--- src/hdl/multi_stream_xorshift_prng_core_defines.svh ---
// Assertion macros for the RTL core of the xorshift generator bank.
// Depends on clk_i and rst_ni being visible in the including module.
`ifndef MULTI_STREAM_XORSHIFT_PRNG_CORE_DEFINES_SVH
`define MULTI_STREAM_XORSHIFT_PRNG_CORE_DEFINES_SVH

// Check a property on every rising clock edge outside reset.
`define MSXP_ASSERT(lbl, prop, msg) \
  lbl: assert property (@(posedge clk_i) disable iff (!rst_ni) prop) \
    else $error(msg);

// Check that a condition never holds.
`define MSXP_NEVER(lbl, expr, msg) \
  `MSXP_ASSERT(lbl, !(expr), msg)

`endif

--- src/hdl/msxp_pkg.sv ---
// Types, constants and seed functions of the xorshift generator bank.
// Used by msxp_draw and the core; depends on nothing.
`default_nettype none

package msxp_pkg;

  localparam int NUM_CLASSES = 16;
  localparam int CLS_AW      = (NUM_CLASSES > 1) ? $clog2(NUM_CLASSES) : 1;

  localparam int SEED_W  = 32;
  localparam int FRAC_W  = 16;
  localparam int FRAC_SHIFT = 4;
  localparam int BYTE_SHIFT = 8;

  localparam logic [31:0] SEED_DEFAULT = 32'hBADE4404;
  localparam logic [31:0] MIX_MULT     = 32'd36548569;

  typedef enum logic [3:0] {
    MODE_FRAC   = 4'd0,
    MODE_BYTE   = 4'd1,
    MODE_KEY    = 4'd2,
    MODE_RANGE  = 4'd3,
    MODE_PEEK   = 4'd4,
    MODE_QUERY  = 4'd5,
    MODE_SET    = 4'd6,
    MODE_SETALL = 4'd7,
    MODE_RESEED = 4'd8
  } mode_e;

  typedef enum logic [2:0] {
    S_IDLE,
    S_READ,
    S_MUL1,
    S_MUL2,
    S_FIN,
    S_SWEEP
  } state_e;

  // One xorshift generator step.
  function automatic logic [31:0] xs_advance(input logic [31:0] s);
    logic [31:0] t;
    t = s ^ (s >> 13);
    t = t ^ (t >> 11);
    t = t ^ (t << 21);
    return t;
  endfunction

  // Chain step used when reseeding every class.
  function automatic logic [31:0] xs_scramble(input logic [31:0] s);
    logic [31:0] t;
    t = s ^ (s >> 13);
    t = t ^ (t << 25);
    t = t ^ (t >> 11);
    return t;
  endfunction

  // Replace a zero seed by the default.
  function automatic logic [31:0] seed_nz(input logic [31:0] s);
    return (s == '0) ? SEED_DEFAULT : s;
  endfunction

endpackage

`default_nettype wire

--- src/hdl/msxp_ram.sv ---
// Generic single-write, single-read RAM with registered read data.
// Standalone; no package dependency.
`default_nettype none

module msxp_ram #(
  parameter int WIDTH = 32,
  parameter int DEPTH = 16
) (
  input  wire logic                                        clk_i,
  input  wire logic                                        we_i,
  input  wire logic [((DEPTH > 1) ? $clog2(DEPTH) : 1)-1:0] waddr_i,
  input  wire logic [WIDTH-1:0]                            wdata_i,
  input  wire logic                                        re_i,
  input  wire logic [((DEPTH > 1) ? $clog2(DEPTH) : 1)-1:0] raddr_i,
  output logic      [WIDTH-1:0]                            rdata_o
);

  logic [WIDTH-1:0] mem_q [DEPTH];

  always_ff @(posedge clk_i) begin
    if (we_i) begin
      mem_q[waddr_i] <= wdata_i;
    end
    if (re_i) begin
      rdata_o <= mem_q[raddr_i];
    end
  end

endmodule

`default_nettype wire

--- src/hdl/msxp_draw.sv ---
// Two-stage draw pipeline: seed mixing multiply, then fraction scaling.
// Depends on msxp_pkg for the mixing constant and widths.
`default_nettype none

module msxp_draw (
  input  wire logic                        clk_i,
  input  wire logic [msxp_pkg::SEED_W-1:0] seed_i,
  input  wire logic signed [31:0]          scale_i,
  output logic      [msxp_pkg::FRAC_W-1:0] frac_o,
  output logic      [31:0]                 scaled_o
);
  import msxp_pkg::*;

  logic [31:0]        mix_q;
  logic signed [48:0] prod_q;

  assign frac_o = mix_q[FRAC_SHIFT +: FRAC_W];

  always_ff @(posedge clk_i) begin
    mix_q  <= 32'(seed_i * MIX_MULT);
    prod_q <= $signed({1'b0, frac_o}) * scale_i;
  end

  // Floor division by 65536 of the signed product.
  assign scaled_o = prod_q[47:16];

endmodule

`default_nettype wire

--- src/hdl/multi_stream_xorshift_prng_core.sv ---
// A per-class request passes through seed read and advance, mixing multiply, scaling multiply
// and write-back with result load, in that order, before its result beat.
// A new request is accepted only in the idle state, once the last one is done; reseed-all sweeps
// all NUM_CLASSES entries of the seed memories, one class per cycle as set by the single write
// port, then finishes and gives its result beat. A full output stalls.
// Reset: asynchronous, active low; all seed entries read as zero after reset
// through per-entry valid bits, no clearing pass is needed.
`default_nettype none

module multi_stream_xorshift_prng_core (
  input  wire logic         clk_i,
  input  wire logic         rst_ni,
  input  wire logic         s_axis_tvalid_i,
  output logic              s_axis_tready_o,
  // tdata: class_index[3:0], first_bound[35:4], second_bound[67:36],
  //        seed_value[99:68], init_value[131:100], zero fill[135:132]
  input  wire logic [135:0] s_axis_tdata_i,
  // tuser: mode[3:0]
  input  wire logic [3:0]   s_axis_tuser_i,
  output logic              m_axis_tvalid_o,
  input  wire logic         m_axis_tready_i,
  // tdata: value[31:0], current_seed[63:32], initial_seed[95:64]
  output logic [95:0]       m_axis_tdata_o
);
  import msxp_pkg::*;

  `include "multi_stream_xorshift_prng_core_defines.svh"

  state_e state_q, state_d;

  // Request fields, held for the whole request.
  logic [3:0]  mode_q;
  logic [3:0]  class_q;
  logic [31:0] a_q, b_q, sv_q, iv_q;

  // Working registers.
  logic [31:0] cur_q, cur_d;
  logic [31:0] ini_q, ini_d;
  logic [31:0] adv_q, adv_d;
  logic [31:0] span_q, span_d;
  logic [31:0] chain_q, chain_d;
  logic [CLS_AW-1:0] idx_q, idx_d;

  logic [NUM_CLASSES-1:0] cur_vld_q, cur_vld_d;
  logic [NUM_CLASSES-1:0] ini_vld_q, ini_vld_d;

  logic        out_valid_q, out_valid_d;
  logic [95:0] out_data_q, out_data_d;

  logic              accept;
  logic              cls_ok;
  logic [CLS_AW-1:0] cls_addr;

  // Memory ports.
  logic              cur_we, ini_we;
  logic [CLS_AW-1:0] waddr;
  logic [31:0]       cur_wdata, ini_wdata;
  logic [31:0]       cur_rdata, ini_rdata;
  logic [CLS_AW-1:0] raddr;

  logic [FRAC_W-1:0] frac;
  logic [31:0]       scaled;
  logic [31:0]       value;
  logic [31:0]       res_cur, res_ini;

  assign s_axis_tready_o = (state_q == S_IDLE);
  assign accept          = s_axis_tvalid_i && s_axis_tready_o;
  assign raddr           = CLS_AW'(s_axis_tdata_i[3:0]);
  assign cls_addr        = CLS_AW'(class_q);
  assign cls_ok          = (32'(class_q) < NUM_CLASSES);

  assign m_axis_tvalid_o = out_valid_q;
  assign m_axis_tdata_o  = out_data_q;

  msxp_ram #(.WIDTH(SEED_W), .DEPTH(NUM_CLASSES)) u_cur_ram (
    .clk_i   (clk_i),
    .we_i    (cur_we),
    .waddr_i (waddr),
    .wdata_i (cur_wdata),
    .re_i    (accept),
    .raddr_i (raddr),
    .rdata_o (cur_rdata)
  );

  msxp_ram #(.WIDTH(SEED_W), .DEPTH(NUM_CLASSES)) u_ini_ram (
    .clk_i   (clk_i),
    .we_i    (ini_we),
    .waddr_i (waddr),
    .wdata_i (ini_wdata),
    .re_i    (accept),
    .raddr_i (raddr),
    .rdata_o (ini_rdata)
  );

  msxp_draw u_draw (
    .clk_i    (clk_i),
    .seed_i   (adv_q),
    .scale_i  ($signed(span_q)),
    .frac_o   (frac),
    .scaled_o (scaled)
  );

  // Result value and seeds for the finishing cycle.
  always_comb begin
    value   = '0;
    res_cur = cur_q;
    res_ini = ini_q;
    unique case (mode_q)
      MODE_FRAC:   begin value = 32'(frac);                    res_cur = adv_q; end
      MODE_BYTE:   begin value = 32'(frac[FRAC_W-1:BYTE_SHIFT]); res_cur = adv_q; end
      MODE_KEY:    begin value = scaled;                       res_cur = adv_q; end
      MODE_RANGE:  begin value = scaled + a_q;                 res_cur = adv_q; end
      MODE_PEEK:   value = 32'(frac);
      MODE_SET: begin
        res_cur = seed_nz(sv_q);
        res_ini = seed_nz(sv_q);
      end
      MODE_SETALL: begin
        res_cur = seed_nz(sv_q);
        res_ini = seed_nz(iv_q);
      end
      default:     value = '0;
    endcase
    if (!cls_ok) begin
      value   = '0;
      res_cur = '0;
      res_ini = '0;
    end
  end

  // Next state, memory writes and output load.
  always_comb begin
    state_d     = state_q;
    cur_d       = cur_q;
    ini_d       = ini_q;
    adv_d       = adv_q;
    span_d      = span_q;
    chain_d     = chain_q;
    idx_d       = idx_q;
    cur_vld_d   = cur_vld_q;
    ini_vld_d   = ini_vld_q;
    out_valid_d = out_valid_q && !m_axis_tready_i;
    out_data_d  = out_data_q;
    cur_we      = 1'b0;
    ini_we      = 1'b0;
    waddr       = cls_addr;
    cur_wdata   = res_cur;
    ini_wdata   = res_ini;

    unique case (state_q)
      S_IDLE: begin
        if (accept) begin
          if (s_axis_tuser_i == MODE_RESEED) begin
            chain_d = seed_nz(s_axis_tdata_i[99:68]);
            idx_d   = '0;
            state_d = S_SWEEP;
          end else begin
            state_d = S_READ;
          end
        end
      end
      S_READ: begin
        // Entries never written read as zero.
        cur_d  = cur_vld_q[cls_addr] ? cur_rdata : '0;
        ini_d  = ini_vld_q[cls_addr] ? ini_rdata : '0;
        adv_d  = xs_advance(cur_d);
        span_d = (mode_q == MODE_RANGE) ? (b_q - a_q + 32'd1) : a_q;
        state_d = S_MUL1;
      end
      S_MUL1: state_d = S_MUL2;
      S_MUL2: state_d = S_FIN;
      S_SWEEP: begin
        cur_we    = 1'b1;
        ini_we    = 1'b1;
        waddr     = idx_q;
        cur_wdata = chain_q;
        ini_wdata = chain_q;
        cur_vld_d[idx_q] = 1'b1;
        ini_vld_d[idx_q] = 1'b1;
        // Capture the seeds given to the requested class.
        if (idx_q == cls_addr) begin
          cur_d = chain_q;
          ini_d = chain_q;
        end
        chain_d = xs_scramble(chain_q);
        idx_d   = idx_q + CLS_AW'(1);
        if (idx_q == CLS_AW'(NUM_CLASSES - 1)) begin
          state_d = S_FIN;
        end
      end
      S_FIN: begin
        // Hold here until the output register is free.
        if (!out_valid_q || m_axis_tready_i) begin
          out_valid_d = 1'b1;
          out_data_d  = {res_ini, res_cur, value};
          if (cls_ok) begin
            unique case (mode_q)
              MODE_FRAC, MODE_BYTE, MODE_KEY, MODE_RANGE: begin
                cur_we = 1'b1;
                cur_vld_d[cls_addr] = 1'b1;
              end
              MODE_SET, MODE_SETALL: begin
                cur_we = 1'b1;
                ini_we = 1'b1;
                cur_vld_d[cls_addr] = 1'b1;
                ini_vld_d[cls_addr] = 1'b1;
              end
              default: ;
            endcase
          end
          state_d = S_IDLE;
        end
      end
      default: state_d = S_IDLE;
    endcase
  end

  // Control state.
  always_ff @(posedge clk_i or negedge rst_ni) begin
    if (!rst_ni) begin
      state_q     <= S_IDLE;
      cur_vld_q   <= '0;
      ini_vld_q   <= '0;
      out_valid_q <= 1'b0;
      idx_q       <= '0;
    end else begin
      state_q     <= state_d;
      cur_vld_q   <= cur_vld_d;
      ini_vld_q   <= ini_vld_d;
      out_valid_q <= out_valid_d;
      idx_q       <= idx_d;
    end
  end

  // Payload.
  always_ff @(posedge clk_i) begin
    if (accept) begin
      mode_q  <= s_axis_tuser_i;
      class_q <= s_axis_tdata_i[3:0];
      a_q     <= s_axis_tdata_i[35:4];
      b_q     <= s_axis_tdata_i[67:36];
      sv_q    <= s_axis_tdata_i[99:68];
      iv_q    <= s_axis_tdata_i[131:100];
    end
    cur_q      <= cur_d;
    ini_q      <= ini_d;
    adv_q      <= adv_d;
    span_q     <= span_d;
    chain_q    <= chain_d;
    out_data_q <= out_data_d;
  end

  `MSXP_ASSERT(a_accept_starts, accept |=> (state_q == S_READ || state_q == S_SWEEP),
               "accepted request did not start")
  `MSXP_NEVER(a_no_idle_write, (state_q == S_IDLE) && (cur_we || ini_we),
              "seed memory written while idle")
  `MSXP_ASSERT(a_result_from_fin, $rose(m_axis_tvalid_o) |-> $past(state_q == S_FIN),
               "result beat not from finish state")

endmodule

`default_nettype wire

--- config.mk ---
export PLATFORM = sky130hd
export DESIGN_NAME = multi_stream_xorshift_prng_core
export DESIGN_NICKNAME = d
export VERILOG_FILES = /design/src/hdl/msxp_pkg.sv /design/src/hdl/msxp_ram.sv /design/src/hdl/msxp_draw.sv /design/src/hdl/multi_stream_xorshift_prng_core.sv
export VERILOG_INCLUDE_DIRS = /design/src /design/src/hdl
export SDC_FILE = /design/constraint.sdc
export NUM_CORES = 2
export LEC_CHECK = 0
export BUFFER_PORTS_ARGS = -buffer_cell sky130_fd_sc_hd__buf_4
export CAP_MARGIN = 5
export CORE_MARGIN = 2
export CORE_UTILIZATION = 50
export CTS_CLUSTER_DIAMETER = 100
export DETAILED_ROUTE_END_ITERATION = 12
export PLACE_DENSITY = 0.66
export SLEW_MARGIN = 20
export SYNTH_ARGS = -nofsm -noshare
export SYNTH_HDL_FRONTEND = slang
export SYNTH_SLANG_ARGS = --single-unit
--- constraint.sdc ---
create_clock -name clk_i -period 8 [get_ports clk_i]
set_clock_uncertainty 0.05 [all_clocks]
set_input_delay 1.2 -clock clk_i [delete_from_list [all_inputs] [get_ports clk_i]]
set_output_delay 1.2 -clock clk_i [all_outputs]
set_load 0.05 [all_outputs]
==> impl_results.md <==
* Outcome: completed
* Synth Warn # at 0
* Crit-path leading delay family: adder cells
* Period utilisation layout at 0.9149
* Synth cell types at 66
* Area grow syn2layout at 11.94%
* Most frequent cells after synthesis: edfxtp_1 (1480), inv_1 (726), nand2_1 (692)
* Register bit total from synthesis at 1568
* Largest area contributor in the netlist: edfxtp_1
* DIE HEIGHT at 415.0 µm
* Total number of vias at 49100
* Max frequency at 0.1366 GHz
* # DRC at 0
* Critical path data arrival time at 8000 ps
* RSZ-0062 raised after global routing: no
* Slew Limit Fails at 0
* Critical path's largest stage delay at 670 ps
* Post-DP HPWL at 151700 µm
* Worst Path Required at 8680 ps
* Average footprint of a synthesized cell at 14.37 µm²
* Top-area cell type share of the netlist area at 0.5261
* DR WL/cell at 26.54 µm
* Initial Util at 0.5046
* Syn nets at 6880
* Clock root cell: clkbuf_16
* Hold_ws at 309.6 ps
* Fin. Hold Viols at 0
* Min Tclk post-route at 7319 ps
* H-Tree Depth at 4
* Slew @ Worst Pin at 1234 ps
* Initial antenna violation count at 16
* CP Capture Type: flop
* Via density at 5.792
* Share of cells above drive strength 1 at 0.1578
* Rel. slew slack at 0.1685
* Die area at 172200 µm²
* Vias in the first global route at 51040
* Mapped cell area at 84470 µm²
* CTS tree: built
* Setup Viol. Count Final at 0
* Cell Rows at 150
* Most used cell, CP: fa_1
* Critical path, cell by cell: and2_1, fa_1, inv_1, fa_1, inv_1, ha_1, fa_1, fa_1, fa_1, ha_1, a2111oi_0, o21ai_0, o21ai_0, a21oi_1, nor2_1, a211oi_1, nor3_1, o21ai_0, a21oi_1, xnor2_1
* First-pass GRT wire length at 335300 µm
* Mapped Cells at 5880
* I/O Buffers at 237
* R2R depth at 20
* Core area at 167400 µm²
* DRT Pass-1 Iters at 6
* CP Depth at 20
* Crit Path Class: flop to flop
* CTS clk-pin slew, worst paths at 70 ps
* DIE WIDTH at 415.0 µm
* Ys flop type: edfxtp_1
* Max-capacitance violation count at 0
* GP Congestion at 0.9307
* Initial DRC Count at 4647
* Nets@finish at 7125
* All-layer global routing usage at 0.2654
* Total negative setup slack at 0 ps
* Critical path launch point type: flop
* IO Pins at 242
* EDFF count, synth at 1480
* Clk sinks at 1568
* Count leader, synth: edfxtp_1
* FFs w/ async S/R, synth at 0.02551
* CP Max Fanout at 16
* Largest net degree at the start of global routing at 130
* Largest cells by area after synthesis: edfxtp_1 (53%), fa_1 (13%), mux4_2 (8.8%)
* Number of fill cells at 13290
* Congestion Overflow GR at 0
* CTS buffer count at 162
* Postcts setup bufs at 0
* Buf+Inv Stages, Crit Path at 2
* Sequential share of the synthesized area at 0.5494
* Clock tree buffer depth at 3
* Clock Latency Late Sink at 810 ps
* DRT antenna net count at 0
* Slowest-stage cell, CP: edfxtp_1
* Hold Crit Class: input port to async pin
* Total wire length at 225000 µm
## logic make-up (layout without fill, tap and decap cells)
logic type,Yosys count,count (layout),share of synthesized area
other,0,13,0
AOI/OAI and AO/OA,586,586,0.04334
adders and majority gates,856,856,0.1767
muxes,378,378,0.09375
and+or+nand+nor,1282,1282,0.06928
DFF,1568,1568,0.5494
buffers and inverters,976,1356,0.04337
xor gates and xnor gates,234,234,0.02426
## worst register-to-register path, stage by stage, from the launching register on
cell and delay, ps:
edfxtp_1 670, and2_1 320, fa_1 550, inv_1 60
fa_1 470, inv_1 40, ha_1 190, fa_1 470
fa_1 600, fa_1 430, ha_1 310, a2111oi_0 500
o21ai_0 180, o21ai_0 590, a21oi_1 340, nor2_1 270
a211oi_1 160, nor3_1 460, o21ai_0 240, a21oi_1 230
xnor2_1 130
## layer usage
layer | wire [µm] | GRT usage | vias to the layer above
li1 | - | - | 21230
met3 | 15360 | 0.03990 | 501
met4 | 13870 | 0.1412 | 4
met1 | 82370 | 0.3289 | 25230
met5 | 23 | 0 | -
met2 | 113300 | 0.4517 | 2125
## placed cells by master (no fill, tap or decap), types with 160 or more instances in the layout
| cell | instances |
|---|---|
| ha_1 | 295 |
| o21ai_0 | 169 |
| inv_1 | 725 |
| fa_1 | 561 |
| mux4_2 | 329 |
| and2_1 | 235 |
| buf_4 | 320 |
| clkbuf_16 | 164 |
| edfxtp_1 | 1480 |
| xnor2_1 | 160 |
| nand2_1 | 690 |
## layout make-up
cell class | instances | area [µm²] | share of cell area
Inverter | 726 | 2725 | 0.02882
Sequential cell | 1568 | 46410 | 0.4908
Multi-Input combinational cell | 3336 | 34760 | 0.3677
Antenna cell | 13 | 32.53 | 0.0003440
Clock buffer | 200 | 4239 | 0.04483
Timing Repair Buffer | 331 | 2613 | 0.02763
Clock inverter | 99 | 1016 | 0.01074
Tap cell | 2204 | 2758 | 0.02916
## state kept, by name, summed over array words and instances (netlist names), 16 cells and up
register           count
u_cur_ram.mem_q      512
u_ini_ram.mem_q      512
m_axis_tdata_o        96
a_q                   32
adv_q                 32
b_q                   32
chain_q               32
cur_q                 32
ini_q                 32
iv_q                  32
span_q                32
sv_q                  32
u_cur_ram.rdata_o     32
u_draw.prod_q         32
u_ini_ram.rdata_o     32
cur_vld_q             16
ini_vld_q             16
u_draw.mix_q          16
## path summary, 6_finish.rpt
path                                     from           endpoint  slack [ps]
worst max-delay path                span_q[4]  u_draw.prod_q[47]         680
max in group asynchronous              rst_ni         state_q[1]        7210
worst min-delay path                   rst_ni      cur_vld_q[11]         310
min in group clk_i              ini_vld_q[13]      ini_vld_q[13]         400
worst min register to register  ini_vld_q[13]      ini_vld_q[13]         400
worst max register to register      span_q[4]  u_draw.prod_q[47]         680
## repair_timing
action,4_1_cts,5_1_grt
hold buffers,0,0
endpoints found under the setup margin,0,1
gates resized for setup,0,1
## stage by stage
stage	cell area, µm²	cells	worst slack [ps]	utilization
2_1_floorplan	84470	5880	446.8	-
3_3_place_gp	89240	8165	667.9	0.5330
3_5_place_dp	89240	8165	484.1	0.5331
4_1_cts	94500	8464	547.3	0.5645
5_1_grt	94540	8470	63.96	0.5647
6_report	94560	8477	680.8	0.5648
Power is not shown: default switching activity piles up to over one toggle a cycle in this logic, so the estimate is an artifact.
